==> src/hw/rtl/cwcc_pkg.sv <==
// Shared types, widths and palette table of the center window color classifier.
// Used by cwcc_classify and center_window_color_classifier; depends on nothing.
package cwcc_pkg;

  localparam int WINDOW_SIZE = 120;
  localparam int WIN_LOG     = $clog2(WINDOW_SIZE);
  localparam int SUM_W       = 8 + 2 * WIN_LOG;
  localparam int CNT_W       = 2 * WIN_LOG + 1;
  localparam int MAG_W       = CNT_W + 8;
  localparam int DIFF_W      = MAG_W + 1;
  localparam int SQ_W        = 2 * MAG_W;
  localparam int DIST_W      = SQ_W + 2;
  localparam int POS_W       = 12;
  localparam int SYM_W       = 3;

  localparam logic [POS_W:0] WIN_LEN  = (POS_W + 1)'(WINDOW_SIZE);
  localparam logic [POS_W:0] WIN_HALF = (POS_W + 1)'(WINDOW_SIZE / 2);

  typedef enum logic [1:0] {
    REG_FRAME_WIDTH  = 2'd0,
    REG_FRAME_HEIGHT = 2'd1,
    REG_OCTAL_MODE   = 2'd2
  } cfg_reg_t;

  typedef enum logic [1:0] {
    CH_BLUE  = 2'd0,
    CH_GREEN = 2'd1,
    CH_RED   = 2'd2
  } chan_t;

  typedef struct packed {
    logic start;
    logic ack;
  } cwcc_ctl_t;

  typedef struct packed {
    logic             busy;
    logic             done;
    logic [SYM_W-1:0] symbol;
  } cwcc_stat_t;

  // palette channel is either 0 or 255; returns 1 for 255
  function automatic logic pal_chan(input logic octal, input logic [SYM_W-1:0] idx,
                                    input chan_t ch);
    logic [2:0] bgr;
    if (!octal) begin
      bgr = (idx == '0) ? 3'b111 : 3'b000;
    end else begin
      case (idx)
        3'd0:    bgr = 3'b000;
        3'd1:    bgr = 3'b111;
        3'd2:    bgr = 3'b001;
        3'd3:    bgr = 3'b100;
        3'd4:    bgr = 3'b010;
        3'd5:    bgr = 3'b101;
        3'd6:    bgr = 3'b011;
        default: bgr = 3'b110;
      endcase
    end
    case (ch)
      CH_BLUE:  return bgr[2];
      CH_GREEN: return bgr[1];
      default:  return bgr[0];
    endcase
  endfunction

endpackage

==> src/hw/rtl/cwcc_classify.sv <==
// Sequenced nearest-palette search over the window sums with one shared squarer.
// Depends on cwcc_pkg.
module cwcc_classify import cwcc_pkg::*; (
  input  logic             clk,
  input  logic             rst_n,
  input  cwcc_ctl_t        ctl,
  input  logic [SUM_W-1:0] blue_sum,
  input  logic [SUM_W-1:0] green_sum,
  input  logic [SUM_W-1:0] red_sum,
  input  logic [CNT_W-1:0] window_pixels,
  input  logic             octal_mode,
  output cwcc_stat_t       stat
);

  typedef enum logic [5:0] {
    S_IDLE = 6'b000001,
    S_DIFF = 6'b000010,
    S_SQR  = 6'b000100,
    S_ACC  = 6'b001000,
    S_CMP  = 6'b010000,
    S_DONE = 6'b100000
  } state_t;

  state_t state_r, state_nxt;

  logic [SUM_W-1:0]  sum_r [3];
  logic [CNT_W-1:0]  n_r;
  logic              mode_r;
  logic [SYM_W-1:0]  idx_r, idx_nxt;
  chan_t             ch_r, ch_nxt;
  logic [MAG_W-1:0]  mag_r;
  logic [SQ_W-1:0]   sq_r;
  logic [DIST_W-1:0] dist_r, dist_nxt;
  logic [DIST_W-1:0] best_r;
  logic [SYM_W-1:0]  best_idx_r;

  logic [MAG_W-1:0]        np;
  logic signed [DIFF_W-1:0] diff;
  logic [SYM_W-1:0]        last_idx;

  always_comb begin
    np = pal_chan(mode_r, idx_r, ch_r) ? ({n_r, 8'd0} - MAG_W'(n_r)) : '0;
    diff = $signed({1'b0, MAG_W'(sum_r[ch_r])}) - $signed({1'b0, np});
    last_idx = mode_r ? SYM_W'(7) : SYM_W'(1);
  end

  always_comb begin
    state_nxt = state_r;
    idx_nxt   = idx_r;
    ch_nxt    = ch_r;
    dist_nxt  = dist_r;
    case (state_r)
      S_IDLE: begin
        if (ctl.start) begin
          state_nxt = S_DIFF;
          idx_nxt   = '0;
          ch_nxt    = CH_BLUE;
          dist_nxt  = '0;
        end
      end
      S_DIFF: state_nxt = S_SQR;
      S_SQR:  state_nxt = S_ACC;
      S_ACC: begin
        dist_nxt = dist_r + DIST_W'(sq_r);
        if (ch_r == CH_RED) begin
          state_nxt = S_CMP;
        end else begin
          ch_nxt    = chan_t'(ch_r + 2'd1);
          state_nxt = S_DIFF;
        end
      end
      S_CMP: begin
        if (idx_r == last_idx) begin
          state_nxt = S_DONE;
        end else begin
          idx_nxt   = idx_r + SYM_W'(1);
          ch_nxt    = CH_BLUE;
          dist_nxt  = '0;
          state_nxt = S_DIFF;
        end
      end
      S_DONE: begin
        if (ctl.ack) state_nxt = S_IDLE;
      end
      default: state_nxt = S_IDLE;
    endcase
  end

  always_ff @(posedge clk) begin
    if (!rst_n) begin
      state_r <= S_IDLE;
    end else begin
      state_r <= state_nxt;
    end
  end

  always_ff @(posedge clk) begin
    idx_r  <= idx_nxt;
    ch_r   <= ch_nxt;
    dist_r <= dist_nxt;
    if (state_r == S_IDLE && ctl.start) begin
      sum_r[0] <= blue_sum;
      sum_r[1] <= green_sum;
      sum_r[2] <= red_sum;
      n_r      <= window_pixels;
      mode_r   <= octal_mode;
    end
    if (state_r == S_DIFF) begin
      mag_r <= diff[DIFF_W-1] ? MAG_W'(-diff) : MAG_W'(diff);
    end
    if (state_r == S_SQR) begin
      sq_r <= mag_r * mag_r;
    end
    if (state_r == S_CMP && (idx_r == '0 || dist_r < best_r)) begin
      best_r     <= dist_r;
      best_idx_r <= idx_r;
    end
  end

  assign stat.busy   = (state_r != S_IDLE);
  assign stat.done   = (state_r == S_DONE);
  assign stat.symbol = best_idx_r;

endmodule

==> src/hw/rtl/center_window_color_classifier.sv <==
// Top level: pixel position counters, centered window sums, config registers
// and result register. Depends on cwcc_pkg and cwcc_classify.

// Pixels are accepted one per clock while the classifier is idle. The last pixel
// of a frame starts the palette search in cwcc_classify, which runs one shared
// squarer over every palette entry and channel: difference, square and accumulate
// per channel, then one compare per entry. in_ready is low during the search and
// until the symbol word moves into an output register, where it sits; pixels of
// the next frame are accepted while it waits to be taken.
module center_window_color_classifier import cwcc_pkg::*; (
  input  logic             clk,
  input  logic             rst_n,
  input  logic             cfg_valid,
  output logic             cfg_ready,
  input  logic [1:0]       cfg_index,
  input  logic [POS_W-1:0] cfg_data,
  input  logic             in_valid,
  output logic             in_ready,
  input  logic [7:0]       in_pixel_blue,
  input  logic [7:0]       in_pixel_green,
  input  logic [7:0]       in_pixel_red,
  input  logic             in_frame_start,
  output logic             out_valid,
  input  logic             out_ready,
  output logic [SYM_W-1:0] out_symbol
);

  logic [POS_W-1:0] frame_width_r, frame_height_r;
  logic             octal_mode_r;
  logic [POS_W-1:0] column_count_r, row_count_r;
  logic [SUM_W-1:0] blue_sum_r, green_sum_r, red_sum_r;
  logic [CNT_W-1:0] window_pixels_r;
  logic             out_valid_r;
  logic [SYM_W-1:0] out_symbol_r;

  logic [POS_W-1:0] w, h, col_b, row_b;
  logic [POS_W:0]   x0, x_end, y0, y_end, half, rest;
  logic [SUM_W-1:0] blue_nxt, green_nxt, red_nxt, blue_b, green_b, red_b;
  logic [CNT_W-1:0] cnt_nxt, cnt_b;
  logic             in_win, line_end, frame_end, accept;
  cwcc_ctl_t        ctl;
  cwcc_stat_t       stat;

  assign cfg_ready = 1'b1;

  always_comb begin
    w = (frame_width_r == '0) ? POS_W'(1) : frame_width_r;
    h = (frame_height_r == '0) ? POS_W'(1) : frame_height_r;

    half  = {1'b0, w} >> 1;
    x0    = (half > WIN_HALF) ? half - WIN_HALF : '0;
    rest  = {1'b0, w} - x0;
    x_end = x0 + ((rest < WIN_LEN) ? rest : WIN_LEN);

    half  = {1'b0, h} >> 1;
    y0    = (half > WIN_HALF) ? half - WIN_HALF : '0;
    rest  = {1'b0, h} - y0;
    y_end = y0 + ((rest < WIN_LEN) ? rest : WIN_LEN);

    col_b   = in_frame_start ? '0 : column_count_r;
    row_b   = in_frame_start ? '0 : row_count_r;
    blue_b  = in_frame_start ? '0 : blue_sum_r;
    green_b = in_frame_start ? '0 : green_sum_r;
    red_b   = in_frame_start ? '0 : red_sum_r;
    cnt_b   = in_frame_start ? '0 : window_pixels_r;

    in_win = ({1'b0, col_b} >= x0) && ({1'b0, col_b} < x_end) &&
             ({1'b0, row_b} >= y0) && ({1'b0, row_b} < y_end);

    blue_nxt  = in_win ? blue_b + SUM_W'(in_pixel_blue) : blue_b;
    green_nxt = in_win ? green_b + SUM_W'(in_pixel_green) : green_b;
    red_nxt   = in_win ? red_b + SUM_W'(in_pixel_red) : red_b;
    cnt_nxt   = in_win ? cnt_b + CNT_W'(1) : cnt_b;

    line_end  = (col_b >= w - POS_W'(1));
    frame_end = line_end && (row_b >= h - POS_W'(1));
  end

  assign in_ready  = !stat.busy;
  assign accept    = in_valid && in_ready;
  assign ctl.start = accept && frame_end;
  assign ctl.ack   = stat.done && (!out_valid_r || out_ready);

  cwcc_classify u_classify (
    .clk           (clk),
    .rst_n         (rst_n),
    .ctl           (ctl),
    .blue_sum      (blue_nxt),
    .green_sum     (green_nxt),
    .red_sum       (red_nxt),
    .window_pixels (cnt_nxt),
    .octal_mode    (octal_mode_r),
    .stat          (stat)
  );

  always_ff @(posedge clk) begin
    if (!rst_n) begin
      frame_width_r   <= POS_W'(1280);
      frame_height_r  <= POS_W'(720);
      octal_mode_r    <= 1'b0;
      column_count_r  <= '0;
      row_count_r     <= '0;
      blue_sum_r      <= '0;
      green_sum_r     <= '0;
      red_sum_r       <= '0;
      window_pixels_r <= '0;
      out_valid_r     <= 1'b0;
    end else begin
      if (cfg_valid) begin
        case (cfg_index)
          REG_FRAME_WIDTH:  frame_width_r  <= cfg_data;
          REG_FRAME_HEIGHT: frame_height_r <= cfg_data;
          REG_OCTAL_MODE:   octal_mode_r   <= cfg_data[0];
          default: ;
        endcase
      end
      if (accept) begin
        if (frame_end) begin
          column_count_r  <= '0;
          row_count_r     <= '0;
          blue_sum_r      <= '0;
          green_sum_r     <= '0;
          red_sum_r       <= '0;
          window_pixels_r <= '0;
        end else begin
          blue_sum_r      <= blue_nxt;
          green_sum_r     <= green_nxt;
          red_sum_r       <= red_nxt;
          window_pixels_r <= cnt_nxt;
          if (line_end) begin
            column_count_r <= '0;
            row_count_r    <= row_b + POS_W'(1);
          end else begin
            column_count_r <= col_b + POS_W'(1);
            row_count_r    <= row_b;
          end
        end
      end
      if (ctl.ack) begin
        out_valid_r <= 1'b1;
      end else if (out_ready) begin
        out_valid_r <= 1'b0;
      end
    end
  end

  always_ff @(posedge clk) begin
    if (ctl.ack) out_symbol_r <= stat.symbol;
  end

  assign out_valid  = out_valid_r;
  assign out_symbol = out_symbol_r;

endmodule

==> config.mk <==
export PLATFORM = sky130hd
export DESIGN_NAME = center_window_color_classifier
export DESIGN_NICKNAME = d
export VERILOG_FILES = /design/src/hw/rtl/cwcc_pkg.sv /design/src/hw/rtl/cwcc_classify.sv /design/src/hw/rtl/center_window_color_classifier.sv
export SDC_FILE = /design/constraint.sdc
export NUM_CORES = 2
export LEC_CHECK = 0
export ABC_AREA = 0
export BUFFER_PORTS_ARGS = -buffer_cell sky130_fd_sc_hd__buf_2
export CAP_MARGIN = 5
export CORE_UTILIZATION = 51
export CTS_BUF_LIST = sky130_fd_sc_hd__clkbuf_4
export CTS_CLUSTER_SIZE = 10
export DETAILED_ROUTE_END_ITERATION = 10
export PLACE_DENSITY = 0.67
export SLEW_MARGIN = 40
export SYNTH_ARGS = -nofsm -noshare
export SYNTH_HDL_FRONTEND = slang
export SYNTH_SLANG_ARGS = --single-unit
==> constraint.sdc <==
create_clock -name clk -period 9.6 [get_ports clk]
set_input_delay 0.96 -clock clk [delete_from_list [all_inputs] [get_ports clk]]
set_output_delay 0.96 -clock clk [all_outputs]
set_load 0.01 [all_outputs]
After elaboration in Yosys (flattened, before gate mapping)
Memories as Yosys holds them, arrays and structs flattened. A register that Yosys moved wholly into a read port is not among the register bits.
Cells that the tools add are included.
{"block": "classes", "n_addsub": 20, "n_mul": 1, "n_lt_le_gt_ge": 11, "eq_ne": 22, "muxes": 51, "reduce_logical": 28}
{"cell": "$mux W22", "count": 9}
{"cell": "$pmux W48 S3", "count": 1}
{"cell": "$mux W12", "count": 8}
{"cell": "$mux W48", "count": 2}
{"cell": "$add A22 B8 Y22", "count": 3}
{"cell": "$mux W13", "count": 4}
{"cell": "$add A48 B46 Y48", "count": 1}
{"cell": "$lt A48 B48 Y1", "count": 1}
{"cell": "$mul A23 B23 Y46", "count": 1}
{"cell": "$mux W23", "count": 2}
{"cell": "$mux W15", "count": 3}
{"cell": "$pmux W6 S6", "count": 1}
{"cell": "$add A13 B13 Y13", "count": 2}
{"cell": "$ge A12 B13 Y1", "count": 2}
{"cell": "$lt A12 B13 Y1", "count": 2}
{"cell": "$lt A13 B7 Y1 const B", "count": 2}
{"cell": "$sub A12 B13 Y13", "count": 2}
{"cell": "$add A12 B1 Y12 const B", "count": 2}
{"cell": "$ge A12 B12 Y1", "count": 2}
{"cell": "$logic_not A12 Y1", "count": 2}
{"cell": "$sub A11 B6 Y12 const B", "count": 2}
{"cell": "$sub A12 B1 Y12 const B", "count": 2}
{"cell": "$sub A22 B23 Y24", "count": 1}
{"cell": "$neg A23 Y23", "count": 1}
{"cell": "39 further kinds", "count": 75}
{"block": "totals", "register_bits": 329, "mem_bits_rw": 66, "input_bits": 44, "output_inout_bits": 6, "wordCells": 155, "n_memories": 1}
{"memory": "u_classify.sum_r", "depth": 3, "word_bits": 22, "read_ports": 1, "rd_ports_with_merged_regs": 1, "write_ports": 3, "line": "cwcc_classify.sv:26", "source": "logic [SUM_W-1:0] sum_r [3];"}

Depth between registers and ports, before layout
{"block": "logic_depth", "word_depth": 14, "mapped_depth": 41, "mapped_depth_nobuf": 36}

Modules after synthesis
From an unflattened synthesis, not the netlist that was laid out.
{"block": "hier_totals", "cells_unflattened": 4906, "hier_area_um2": 44233.7}
{"mod": "cwcc_classify", "n_inst": 1, "cells_each": 3041, "area_per_inst_um2": 30242.8, "seq_area_each_um2": 7787.5}
{"mod": "center_window_color_classifier", "n_inst": 1, "cells_each": 1865, "area_per_inst_um2": 13990.9, "seq_area_each_um2": 2712.6}

Worst setup path before layout
OpenSTA, ideal clock, no wires.
{"block": "synth_timing", "path_kind": "reg-to-reg", "startpoint": "register frame_height_r[4]", "endpoint": "memory u_classify.sum_r[0][10] in the netlist's numbering (data pin)", "setup_ns": 0.260, "arrival_ns": 7.751, "t_required_ns": 9.340, "setup_slack_ns": 1.589, "stages_incl_launch_ff": 39, "n_path_buf": 3, "synth_period_minus_slack_ns": 8.011, "cell_sequence": "dfxtp_1 -> clkbuf_1 -> clkbuf_1 -> ha_1 -> nand3_1 -> o21ai_0 -> nand2_1 -> inv_1 -> ha_1 -> inv_1 -> fa_1 -> a211oi_1 -> o21ai_0 -> a311o_1 -> or3_1 -> o221ai_1 -> nor3_1 -> nand2_1 -> [... 3 more ...] -> nor4_1 -> o211ai_1 -> o2111a_1 -> o21ai_0 -> a21oi_1 -> xor2_1 -> ha_1 -> and3_1 -> a311oi_1 -> o21ai_0 -> o211ai_1 -> nand4_1 -> o32a_1 -> nor3_4 -> buf_6 -> nand2_1 -> nor2_1 -> mux2_2"}
{"item": "start: declaration", "line": "center_window_color_classifier.sv:28", "source": "logic [POS_W-1:0] frame_width_r, frame_height_r;"}
{"item": "start signal: assignment", "line": "center_window_color_classifier.sv:112", "source": "REG_FRAME_HEIGHT: frame_height_r <= cfg_data;"}
{"item": "end: declaration", "line": "cwcc_classify.sv:26"}

Final worst setup path
{"block": "layout_timing", "startpoint": "register u_classify.mag_r[11]", "endpoint": "register u_classify.sq_r[45] (data pin)"}
{"block": "layout_between", "elab_chain_len": 1}
{"item": "start: declaration", "line": "cwcc_classify.sv:31", "source": "logic [MAG_W-1:0] mag_r;"}
{"item": "start signal: assignment", "line": "cwcc_classify.sv:109", "source": "mag_r <= diff[DIFF_W-1] ? MAG_W'(-diff) : MAG_W'(diff);"}
{"item": "$mul A23 B23 Y46", "line": "cwcc_classify.sv:112", "source": "sq_r <= mag_r * mag_r;"}
{"item": "end signal: assignment", "line": "cwcc_classify.sv:112"}
{"item": "end: declaration", "line": "cwcc_classify.sv:32", "source": "logic [SQ_W-1:0] sq_r;"}
Every way passes these cells.
A chain may end at the register's enable or synchronous reset.

==> impl_metrics.py <==
metrics = {
    "worst_hold_path": {
        "hp-start": "cfg_data[2]",
        "min_to": "frame_width_r[2]$_SDFFE_PN0P_",
        "holdPathStages": 3,
        "hold_class": "in2reg",
    },
    "worst_setup_path": {
        "r2r_start": "u_classify.mag_r[11]$_DFFE_PP_",
        "cp_cell_sequence": "inv_1 > nor2_1 > fa_1 > fa_1 > inv_1 > fa_1 > fa_1 > inv_1 > fa_1 > inv_1 > fa_1 > inv_1 > fa_1 > ha_1 > a21oi_1 > a2111oi_0 > o311ai_1 > a31oi_1 > a221oi_1 > o41ai_1 > a221o_1 > or4_1 > nand2_1 > a211oi_1",
        "cp_slowest_cell": "edfxtp_1",
        "cpLargestDelayFamily": "adder cells",
        "worstReg2RegEnd": "u_classify.sq_r[45]$_DFFE_PP_",
        "ff2ff_path_depth": 24,
        "crit_type": "reg2reg",
        "critPathMaxFanout": 15,
        "cp-start-kind": "flip-flop",
        "cp-end-kind": "flip-flop",
        "crit_top_cell": "fa_1",
        "slowest_delay_ps": 860,
        "required_ps": 10340,
        "crit_arrival_ps": 9850,
        "cp_num_buf_inv": 5,
        "rrSetupSlack_ps": 490,
    },
    "synth": {
        "ys_seq_area_share_pct": 24.5,
        "netlist_area_sq_um": 42800,
        "yosysWarnings": 0,
        "ys_async_sr_fraction_pct": 0,
        "synth_top_family_by_area": "adder cells",
        "synth_area_per_cell_sq_um": 9.15,
        "synthFlopType": "edfxtp_1",
        "ys_types": 89,
        "synthTopCellsByArea": "fa_1 18%, edfxtp_1 18%, ha_1 13%",
        "ys_ff_latch": 396,
        "synth_cells": 4681,
        "synthMuxAreaShare_pct": 1.34,
        "synth_compound_area_share_pct": 12.8,
        "synth_top_area_share_pct": 18.5,
        "synth-simple-area-share_pct": 16.2,
        "synth_largest_area_cell": "fa_1",
        "synth-edff-count": 257,
        "synthAdderAreaFrac_pct": 31.9,
        "synthXorXnorAreaFrac_pct": 5.75,
    },
    "floorplan": {
        "core_area_sq_um": 82600,
        "dieArea_sq_um": 85100,
        "rows": 105,
        "start_util_pct": 51.8,
        "die_x_microns": 292,
        "io_pins": 50,
        "fp.dieH_microns": 292,
    },
    "global_routing": {
        "track_usage_pct": 24.7,
        "grt-ovfl-total": 0,
        "grt_pass1_wl_microns": 170000,
        "grt_pass1_vias": 33500,
        "antenna_found_initial": 1,
        "grt_max_degree": 71,
    },
    "sta": {
        "slew_violations": 0,
        "setup_viol": 0,
        "period_share_pct": 94.9,
        "max_freq_mhz": 110,
        "fin_worst_skew_ps": 133,
        "final-hold-violation-count": 0,
        "slew_headroom_pct": 42.9,
        "fin_crit_ps": 9110,
        "tightest_slew_ps": 834,
    },
    "clock_network": {
        "cts_buffer_depth": 3,
        "cts_root_buf": "clkbuf_4",
        "tritoncts": "built",
        "cts.clk_slew.worst_paths_ps": 70,
        "clkSinkCount": 396,
        "cts_max_level": 3,
        "clk_latency_ps": 980,
        "cts_buffers": 108,
    },
    "finish": {
        "drive_gt1_share_pct": 7.75,
        "fill_cells": 7562,
        "layout-area-overhead-vs-synth_pct": 7.10,
        "stdcell_area_sq_um": 45900,
        "finalNetCount": 5632,
    },
    "routing": {
        "wirelength_microns": 103000,
        "vias": 32600,
        "ant_nets": 0,
        "drc": 0,
        "firstDrtPassIters": 6,
        "wl_per_cell_microns": 17.4,
        "drtIter0Drc": 1689,
        "via_per_inst": 5.53,
    },
    "power": {
        "ir_drop_mv": 0.0701,
        "power.total_uw": 4300,
        "leakagePower_uw": 0.0211,
        "power_density_nw_per_um2": 93.9,
    },
    "status": {
        "status": "complete, no violations",
    },
    "placement": {
        "hpwlAfterDp_microns": 80000,
        "place_congestion": 0.883,
        "dpl_cell_area_sq_um": 44300,
        "port-buffer-count": 48,
    },
    "flow_run": {
        "cap_violations": 0,
    },
}
-- state kept, by name, summed over array words and instances, names as in the netlist, 6 cells and up, named ones only --
name	flops
column_count_r	12
u_classify.sq_r	45
frame_width_r	12
u_classify.best_r	48
u_classify.mag_r	23
u_classify.sum_r	66
blue_sum_r	22
window_pixels_r	15
frame_height_r	12
red_sum_r	22
u_classify.n_r	15
green_sum_r	22
row_count_r	12
u_classify.state_r	6
u_classify.dist_r	48
-- final cells by class --
cell class	count	area [sq um]	share of cell area [%]
diodes	1	2.50	0.00546
clock buffers	172	1290	2.82
clock inverters	31	208	0.453
inverters	672	2520	5.51
multi-input cells	3447	29200	63.7
flip-flops and latches	396	10500	22.9
well taps	1070	1340	2.92
repair buffers	110	788	1.72
-- worst reg2reg max path, delay by kind of cell (launching register included) --
family / cells / cell delay (ps)
fa+ha+maj: 8 / 4080
compound gates: 8 / 2970
flops: 1 / 860
buf+inv: 5 / 550
simple gates: 3 / 420
-- Yosys cell counts, types with 9 or more instances --
cell type  instances
nand2_1          420
a31oi_1           24
and2_1           137
inv_1            671
dfxtp_1          139
a22o_1            30
nor3b_1           14
nand4_1           53
clkbuf_1         157
ha_1             458
nand2b_1          48
a21boi_0           9
fa_1             395
a21oi_1          250
nor2_1           291
o21ai_0          191
or4_1             13
a21o_1            88
o211ai_1          18
or2_2             23
xnor2_1          189
o21a_1            40
o31ai_1           30
mux2i_1           29
buf_2             10
a211oi_1          17
mux2_2            21
nor4_1            20
or3_1             37
xor2_1            92
nor3_1            59
o21bai_1          35
and4_1            14
edfxtp_1         257
and3_1            38
nor2b_1           98
nand3_1           96
-- kinds of logic after synthesis --
group                    Yosys count
other                              2
flip-flops                       396
AO/OA/AOI/OAI                    854
XOR/XNOR                         281
buffers and inverters            847
multiplexers                      54
AND/OR/NAND/NOR                 1394
adder cells (fa/ha/maj)          853
-- routing by layer --
metal | wire length [microns] | part of all wire, % | GRT usage (%) | up-vias
met5 | 0 | 0 | 0 | -
met4 | 3520 | 3.4 | 9.18 | 0
met3 | 4450 | 4.3 | 2.98 | 178
met2 | 51400 | 50 | 44.1 | 738
met1 | 43500 | 42 | 30.4 | 15700
li1 | - | - | - | 16000
-- worst max-delay path by stage --
stage / startpoint / to / cells after the start
4_1_cts: frame_height_r[3]$_SDFFE_PN0P_ / u_classify.sum_r[0][10]$_DFFE_PP_ / 36
3_5_place_dp: frame_height_r[3]$_SDFFE_PN0P_ / u_classify.sum_r[0][10]$_DFFE_PP_ / 36
2_1_floorplan: frame_height_r[4]$_SDFFE_PN1P_ / u_classify.sum_r[0][10]$_DFFE_PP_ / 38
3_3_place_gp: u_classify.mag_r[7]$_DFFE_PP_ / u_classify.sq_r[45]$_DFFE_PP_ / 24
5_1_grt: frame_height_r[3]$_SDFFE_PN0P_ / window_pixels_r[14]$_SDFFE_PN0P_ / 37
6_report: u_classify.mag_r[11]$_DFFE_PP_ / u_classify.sq_r[45]$_DFFE_PP_ / 24
-- power by group --
group          switching (uW)  internal, uW  leakage, uW
sequential               26.9          1840      0.00341
combinational             482           324       0.0168
clock                     794           835     0.000888
total                    1300          3000       0.0211
-- cell usage in the layout (no fill, tap or decap), types with 96 or more instances in the layout --
| master | n |
|---|---|
| nand3_1 | 96 |
| fa_1 | 395 |
| a21oi_1 | 248 |
| ha_1 | 458 |
| nor2_1 | 288 |
| dfxtp_1 | 139 |
| xnor2_1 | 189 |
| clkbuf_4 | 172 |
| and2_1 | 137 |
| inv_1 | 671 |
| o21ai_0 | 190 |
| nor2b_1 | 98 |
| nand2_1 | 420 |
| edfxtp_1 | 257 |
-- through the flow --
step	util, %	hold WS (ps)	TNS, ps	worst slack [ps]	std cells
5_1_grt	55.5	262	-1.16	-1.06	5899
4_1_cts	55.4	228	0	361	5892
6_report	55.5	328	0	493	5899
2_1_floorplan	-	400	0	1590	4690
3_5_place_dp	53.6	423	0	314	5689
3_3_place_gp	53.4	415	0	336	5679
-- timing repair --
item	4_1_cts	5_1_grt
endpoints found under the hold margin	0	0
endpoints found under the setup margin	0	163
buffers inserted	0	4
hold buffers	0	0
resized for setup	0	3
(Power assumes the default switching activity.)
